## src/design/iddp_pkg.sv

```systemverilog
// Package for the image header dimension parser: scan phases, format codes,
// marker codes and the per-file scan state record. No dependencies.
package iddp_pkg;

  typedef enum logic [2:0] {
    PH_SEEK   = 3'd0,
    PH_MARKER = 3'd1,
    PH_SOF    = 3'd2,
    PH_LENHI  = 3'd3,
    PH_LENLO  = 3'd4,
    PH_DONE   = 3'd5,
    PH_SKIP   = 3'd6
  } phase_t;

  localparam logic [1:0] FMT_PNG  = 2'd0;
  localparam logic [1:0] FMT_JPEG = 2'd1;

  localparam logic [7:0] MARKER_PREFIX = 8'hFF;
  localparam logic [7:0] MARKER_SOF0   = 8'hC0;
  localparam logic [7:0] MARKER_SOF2   = 8'hC2;

  // SOF offsets counted from marker offset 2
  localparam logic [2:0] SOF_HEIGHT_HI = 3'd3;
  localparam logic [2:0] SOF_HEIGHT_LO = 3'd4;
  localparam logic [2:0] SOF_WIDTH_HI  = 3'd5;
  localparam logic [2:0] SOF_WIDTH_LO  = 3'd6;

  // PNG IHDR byte positions
  localparam int unsigned PNG_WIDTH_FIRST  = 16;
  localparam int unsigned PNG_HEIGHT_FIRST = 20;
  localparam int unsigned PNG_HEIGHT_LAST  = 23;
  localparam int unsigned JPEG_SCAN_START  = 2;

  localparam int unsigned OUT_TDATA_BITS = 72;

  typedef struct packed {
    phase_t      phase;
    logic [2:0]  offset;
    logic [15:0] skip;
    logic [7:0]  len_hi;
    logic [31:0] width;
    logic [31:0] height;
    logic        found;
  } scan_state_t;

endpackage

```

## src/design/image_header_dimension_parser_core.sv

```systemverilog
// Image header dimension parser: one file byte per transaction, one result per file.
// Latency: the result is presented the cycle after the last byte is accepted.
// Throughput: one byte per cycle; the input stalls only while a result waits on out_tready.
// Reset (rst_n low, synchronous): scan state, position, result valid and image_format clear.
// After each last byte the scan state and position return to reset; image_format is kept.
// Depends on iddp_pkg and iddp_step.
module image_header_dimension_parser_core #(
  parameter int unsigned POSITION_BITS = 24
) (
  input  logic                                clk,
  input  logic                                rst_n,
  // configuration
  input  logic                                cfg_wr_en,
  input  logic [1:0]                          cfg_wr_data,   // image_format
  // byte stream
  input  logic                                in_tvalid,
  output logic                                in_tready,
  input  logic [7:0]                          in_tdata,      // [7:0] data_byte
  input  logic                                in_tlast,      // last_byte
  // result
  output logic                                out_tvalid,
  input  logic                                out_tready,
  output logic [iddp_pkg::OUT_TDATA_BITS-1:0] out_tdata      // [0] found, [32:1] image_width,
                                                             // [64:33] image_height, rest zero
);

  localparam logic [POSITION_BITS-1:0] POS_MAX = {POSITION_BITS{1'b1}};

  logic [1:0]               image_format_r;
  iddp_pkg::scan_state_t    state_r;
  iddp_pkg::scan_state_t    state_nxt;
  iddp_pkg::scan_state_t    step_nxt;
  logic [POSITION_BITS-1:0] position_r;
  logic [POSITION_BITS-1:0] position_nxt;
  logic                     out_valid_r;
  logic                     found_r;
  logic [31:0]              width_r;
  logic [31:0]              height_r;
  logic                     in_accept;

  assign in_tready = !out_valid_r || out_tready;
  assign in_accept = in_tvalid && in_tready;

  iddp_step #(
    .POSITION_BITS (POSITION_BITS)
  ) u_step (
    .cur          (state_r),
    .position     (position_r),
    .image_format (image_format_r),
    .data_byte    (in_tdata),
    .nxt          (step_nxt)
  );

  always_comb begin
    state_nxt    = state_r;
    position_nxt = position_r;
    if (in_accept) begin
      if (in_tlast) begin
        state_nxt    = '0;
        position_nxt = '0;
      end else begin
        state_nxt    = step_nxt;
        position_nxt = (position_r == POS_MAX) ? position_r : position_r + POSITION_BITS'(1);
      end
    end
  end

  always_ff @(posedge clk) begin
    if (!rst_n) begin
      image_format_r <= 2'd0;
      state_r        <= '0;
      position_r     <= '0;
      out_valid_r    <= 1'b0;
    end else begin
      if (cfg_wr_en) begin
        image_format_r <= cfg_wr_data;
      end
      state_r    <= state_nxt;
      position_r <= position_nxt;
      if (in_accept && in_tlast) begin
        out_valid_r <= 1'b1;
      end else if (out_tready) begin
        out_valid_r <= 1'b0;
      end
    end
  end

  // result payload: load on the last byte, hold while stalled
  always_ff @(posedge clk) begin
    if (in_accept && in_tlast) begin
      found_r  <= step_nxt.found;
      width_r  <= step_nxt.found ? step_nxt.width  : 32'd0;
      height_r <= step_nxt.found ? step_nxt.height : 32'd0;
    end
  end

  assign out_tvalid = out_valid_r;
  assign out_tdata  = {7'd0, height_r, width_r, found_r};

`ifndef NO_ASSERTIONS
  a_last_gives_result: assert property (@(posedge clk) disable iff (!rst_n)
    in_accept && in_tlast |=> out_tvalid)
    else $error("last byte accepted without a result");

  a_last_clears_scan: assert property (@(posedge clk) disable iff (!rst_n)
    in_accept && in_tlast |=> position_r == '0 && state_r == '0)
    else $error("scan state not cleared after last byte");

  a_not_found_zero: assert property (@(posedge clk) disable iff (!rst_n)
    out_tvalid && !found_r |-> width_r == 32'd0 && height_r == 32'd0)
    else $error("dimensions nonzero without found");

  a_stall_only_on_result: assert property (@(posedge clk) disable iff (!rst_n)
    !in_tready |-> out_valid_r && !out_tready)
    else $error("input stalled with no pending result");
`endif

endmodule

```

## src/design/iddp_step.sv

```systemverilog
// Next-state logic for one file byte: PNG IHDR capture and JPEG marker scan.
// Depends on iddp_pkg.
module iddp_step #(
  parameter int unsigned POSITION_BITS = 24
) (
  input  iddp_pkg::scan_state_t    cur,
  input  logic [POSITION_BITS-1:0] position,
  input  logic [1:0]               image_format,
  input  logic [7:0]               data_byte,
  output iddp_pkg::scan_state_t    nxt
);

  logic        in_width_win;
  logic        in_height_win;
  logic        at_height_last;
  logic        jpeg_active;
  logic [15:0] seg_len;

  assign in_width_win   = (position >= POSITION_BITS'(iddp_pkg::PNG_WIDTH_FIRST)) &&
                          (position <  POSITION_BITS'(iddp_pkg::PNG_HEIGHT_FIRST));
  assign in_height_win  = (position >= POSITION_BITS'(iddp_pkg::PNG_HEIGHT_FIRST)) &&
                          (position <= POSITION_BITS'(iddp_pkg::PNG_HEIGHT_LAST));
  assign at_height_last = (position == POSITION_BITS'(iddp_pkg::PNG_HEIGHT_LAST));
  assign jpeg_active    = (position >= POSITION_BITS'(iddp_pkg::JPEG_SCAN_START));
  assign seg_len        = {cur.len_hi, data_byte};

  always_comb begin
    nxt = cur;
    if (image_format == iddp_pkg::FMT_PNG) begin
      if (in_width_win) begin
        nxt.width = {cur.width[23:0], data_byte};
      end else if (in_height_win) begin
        nxt.height = {cur.height[23:0], data_byte};
        if (at_height_last) begin
          nxt.found = 1'b1;
        end
      end
    end else if (image_format == iddp_pkg::FMT_JPEG && jpeg_active) begin
      case (cur.phase)
        iddp_pkg::PH_MARKER: begin
          if (data_byte == iddp_pkg::MARKER_SOF0 || data_byte == iddp_pkg::MARKER_SOF2) begin
            nxt.phase  = iddp_pkg::PH_SOF;
            nxt.offset = 3'd0;
          end else begin
            nxt.phase = iddp_pkg::PH_LENHI;
          end
        end
        iddp_pkg::PH_SOF: begin
          case (cur.offset)
            iddp_pkg::SOF_HEIGHT_HI: nxt.height = {16'd0, data_byte, 8'd0};
            iddp_pkg::SOF_HEIGHT_LO: nxt.height = {cur.height[31:8], data_byte};
            iddp_pkg::SOF_WIDTH_HI:  nxt.width  = {16'd0, data_byte, 8'd0};
            iddp_pkg::SOF_WIDTH_LO: begin
              nxt.width = {cur.width[31:8], data_byte};
              nxt.found = 1'b1;
              nxt.phase = iddp_pkg::PH_DONE;
            end
            default: ;
          endcase
          nxt.offset = cur.offset + 3'd1;
        end
        iddp_pkg::PH_LENHI: begin
          nxt.len_hi = data_byte;
          nxt.phase  = iddp_pkg::PH_LENLO;
        end
        iddp_pkg::PH_LENLO: begin
          // short or empty segment: resume seeking right after the length
          if (seg_len <= 16'd2) begin
            nxt.skip  = 16'd0;
            nxt.phase = iddp_pkg::PH_SEEK;
          end else begin
            nxt.skip  = seg_len - 16'd2;
            nxt.phase = iddp_pkg::PH_SKIP;
          end
        end
        iddp_pkg::PH_SKIP: begin
          if (cur.skip <= 16'd1) begin
            nxt.skip  = 16'd0;
            nxt.phase = iddp_pkg::PH_SEEK;
          end else begin
            nxt.skip = cur.skip - 16'd1;
          end
        end
        iddp_pkg::PH_DONE: ;
        default: begin
          nxt.phase = (data_byte == iddp_pkg::MARKER_PREFIX) ? iddp_pkg::PH_MARKER
                                                             : iddp_pkg::PH_SEEK;
        end
      endcase
    end
  end

endmodule
```

## config.mk

```make
export PLATFORM = sky130hd
export DESIGN_NAME = image_header_dimension_parser_core
export DESIGN_NICKNAME = d
export VERILOG_FILES = /design/src/design/iddp_pkg.sv /design/src/design/image_header_dimension_parser_core.sv /design/src/design/iddp_step.sv
export SDC_FILE = /design/constraint.sdc
export NUM_CORES = 1
export LEC_CHECK = 0
export ABC_AREA = 1
export BUFFER_PORTS_ARGS = -buffer_cell sky130_fd_sc_hd__buf_2
export CORE_MARGIN = 2
export CORE_UTILIZATION = 25
export CTS_CLUSTER_SIZE = 25
export DETAILED_ROUTE_END_ITERATION = 8
export MAX_ROUTING_LAYER = met4
export PLACE_DENSITY_LB_ADDON = 0.1
export SYNTH_ARGS = -nofsm -noshare
export SYNTH_HDL_FRONTEND = slang
export SYNTH_HIERARCHICAL = 1
export SYNTH_SLANG_ARGS = --single-unit
```

## constraint.sdc

```tcl
create_clock -name clk -period 9.37 [get_ports clk]
set_clock_uncertainty 0.05 [all_clocks]
set_input_delay 0.4685 -clock clk [delete_from_list [all_inputs] [get_ports clk]]
set_output_delay 0.4685 -clock clk [all_outputs]
set_load 0.03 [all_outputs]
```

==> qor.csv <==
metric;value;unit
status;completed;
met3 WL;1.60;mm
Chip Height;229;um
flops & latches, synth;187;
worst slew pin tran;1040;ps
layout cell share with drive strength beyond 1;8.50;%
largest net degree at the start of global routing;83;
Clk pwr share;41.9;%
top_reg_cell synth;dfxtp_1;
worst-path fanout max;56;
startpoint types;register;
Ports;90;
final std cells w/o fill;2708;
cts hold-fix bufs;0;
first-pass GRT wire length;67.5;mm
Num CTS Buffers;17;
post-route ant nets;0;
Filler cells;5548;
normalized max-slew margin;30.5;%
Skew-Pair Late Insertion Delay;500;ps
Detailed Place HPWL;27.1;mm
TritonCTS clock tree;done;
First-pass DRT Iterations;5;
fin crit period;3460;ps
Longest Clk Path Bufs;2;
Register Area;4390;sq um
row count;82;
critical path arrival;3540;ps
GP Congestion;0.782;
DP Area;13400;sq um
final hold viol count;0;
footprint of the multi-input gates;6720;sq um
port bufs;82;
pwr/cell area;130;nW/um^2
H-tree depth;4;
Flop pwr share;47.3;%
area delta synth->final;10.0;%
Placed Cells;2676;
element type at the critical path end;register;
Layout Nets;2048;
# diodes;0;
Post-Syn Area per Cell;6.25;sq um
Final Setup Violations;0;
Peak VDD IR;0.154;mV
Cell Area, Synth;12700;sq um
clk root buf;clkbuf_16;
most frequent cells in the layout;nand2_1 (718), nand3_1 (240), inv_1 (231);
fin area;14000;sq um
Final Cycle Share;37.0;%
leak pwr;6.36;nW
Die W;229;um
WL final;43.2;mm
required time worst endpoint;9450;ps
Post-CTS Setup Bufs;0;
Setup WS pre-CTS;5640;ps
Die Area;52600;sq um
met1 WL;20.7;mm
grt ovf;0;
initial antenna violation count;0;
Comb power frac;10.8;%
Ys Warns;6;
Post-synth EDFFs;65;
Mapped Cells;2031;
HP Class;in2reg;
GRT Overall Usage;16.9;%
Yosys cell types;42;
core area;50200;sq um
CTS resizes;0;
Pins Over Slew Limit;0;
Post-synth ARST share;0;%
fmax;289;MHz
crit-path max cell delay;660;ps
Initial Utilization;25.3;%
met2 WL post-DR;19.9;mm
slowest CP cell;clkinv_2;
leading cell type in the layout, fill and taps excluded;nand2_1;
Iter 0 DRT Violations;887;
Final WS setup;5910;ps
Crit path top cell by count;buf_4;
DR vias;12600;
crit-path cells;a21oi_4, buf_4, clkinv_2, nor2_4, buf_4;
sw frac;29.5;%
Int Pwr;1.28;mW
routed vias/inst;4.66;
drc violations;0;
Routed WL per cell;15.9;um
NetSw;0.534;mW
max-cap violation count;0;
TNS Setup;0;ps
sequential-to-total area share from yosys stat;34.6;%
RSZ-0062 raised after global routing;false;
Worst Path Class, Setup;reg2reg;
Worst-path clk slew;70;ps
uppermost routed layer;met4;
vias in the first global route;12000;
CTS sink count;187;
[final timing paths]
check                           slack (ps)  cells past startpoint               startpoint                             end
worst max-delay path                  5910                      5  out_tvalid$_SDFFE_PN0P_       width_r[23]$_SDFFCE_PN0P_
worst min-delay path                   150                      3           cfg_wr_data[1]  image_format_r[1]$_SDFFE_PN0P_
worst max register to register        5910                      5  out_tvalid$_SDFFE_PN0P_       width_r[23]$_SDFFCE_PN0P_
worst min register to register         420                      2  state_r[0]$_SDFFE_PN0P_         state_r[0]$_SDFFE_PN0P_
[kinds of logic (layout without fill, tap and decap cells)]
| logic type | count (synthesis) | count (layout) | share of synthesized area [%] |
|---|---|---|---|
| compound gates | 261 | 261 | 10.8 |
| buf+inv | 372 | 371 | 12.8 |
| xor+xnor | 9 | 9 | 0.621 |
| mux | 4 | 4 | 0.316 |
| simple gates | 1188 | 1188 | 40.0 |
| fa+ha+maj | 9 | 9 | 0.887 |
| other cells | 1 | 7 | 0.0295 |
| flops | 187 | 187 | 34.6 |
[synth_stat cells, types with 2 or more instances]
cell,n,area [sq um]
a21oi_2,3,26.3
nand3_1,240,1200
nand3_4,2,35.0
clkbuf_1,66,248
nor2_8,2,40.0
mux2i_1,4,40.0
nor2_1,155,582
o21ai_1,23,115
inv_1,233,875
ha_1,9,113
nor4_1,3,18.8
nor3_1,6,30.0
nand3_2,3,30.0
dfxtp_1,122,2440
o21ai_0,85,425
edfxtp_1,65,1950
a21boi_0,3,22.5
xor2_1,9,78.8
o22ai_1,15,93.8
nand2_1,718,2700
nor2_2,7,43.8
buf_4,10,75.1
o21a_1,2,15.0
nor2_4,9,101
nand2_2,4,25.0
inv_2,9,33.8
buf_2,34,170
a21oi_1,123,616
nand2_4,5,56.3
o211ai_1,6,45.0
nand3b_1,2,15.0
buf_6,15,169
nand4_1,30,188
[worst max-delay path, delay by kind of cell (launching register included)]
family | cells | cell delay (ps)
AOI/OAI and AO/OA | 1 | 140
buffers and inverters | 3 | 1880
DFF | 1 | 350
and+or+nand+nor | 1 | 520
[per-layer routing]
layer,global-route usage [%],vias to the layer above
met2,27.1,224
met4,5.50,0
met5,-,-
li1,-,6432
met3,3.42,48
met1,21.3,5910
[per-stage QoR]
step / total power, mW / hold slack (ps) / util [%]
final: 1.81 / 147 / 27.8
after global routing: 1.89 / 139 / 27.8
after CTS: 1.85 / 108 / 27.8
after detailed placement: 1.07 / 410 / 26.7
after global placement: 1.07 / 400 / 26.7
after floorplan: 1.01 / 390 / -
[area by class of cell]
cell class / count / area share, %
inverters: 244 / 6.62
multi-input cells: 1478 / 48.1
clock buffers: 20 / 3.13
flip-flops and latches: 187 / 31.5
clock inverters: 12 / 1.00
repair buffers: 95 / 3.64
well taps: 672 / 6.02
[sequential cells by signal, indices dropped and copies added (netlist names)]
register / flops
found_r: 1
out_tvalid: 1
position_r: 24
image_format_r: 2
width_r: 32
height_r: 32
state_r: 95
[power by group through the flow]
stage	registers, mW	clock network (mW)	logic, mW
after CTS	0.856	0.793	0.197
after floorplan	0.893	0	0.118
after global routing	0.858	0.819	0.212
after global placement	0.875	0	0.198
final	0.856	0.759	0.195
after detailed placement	0.875	0	0.197
(Power assumes the default switching activity.)
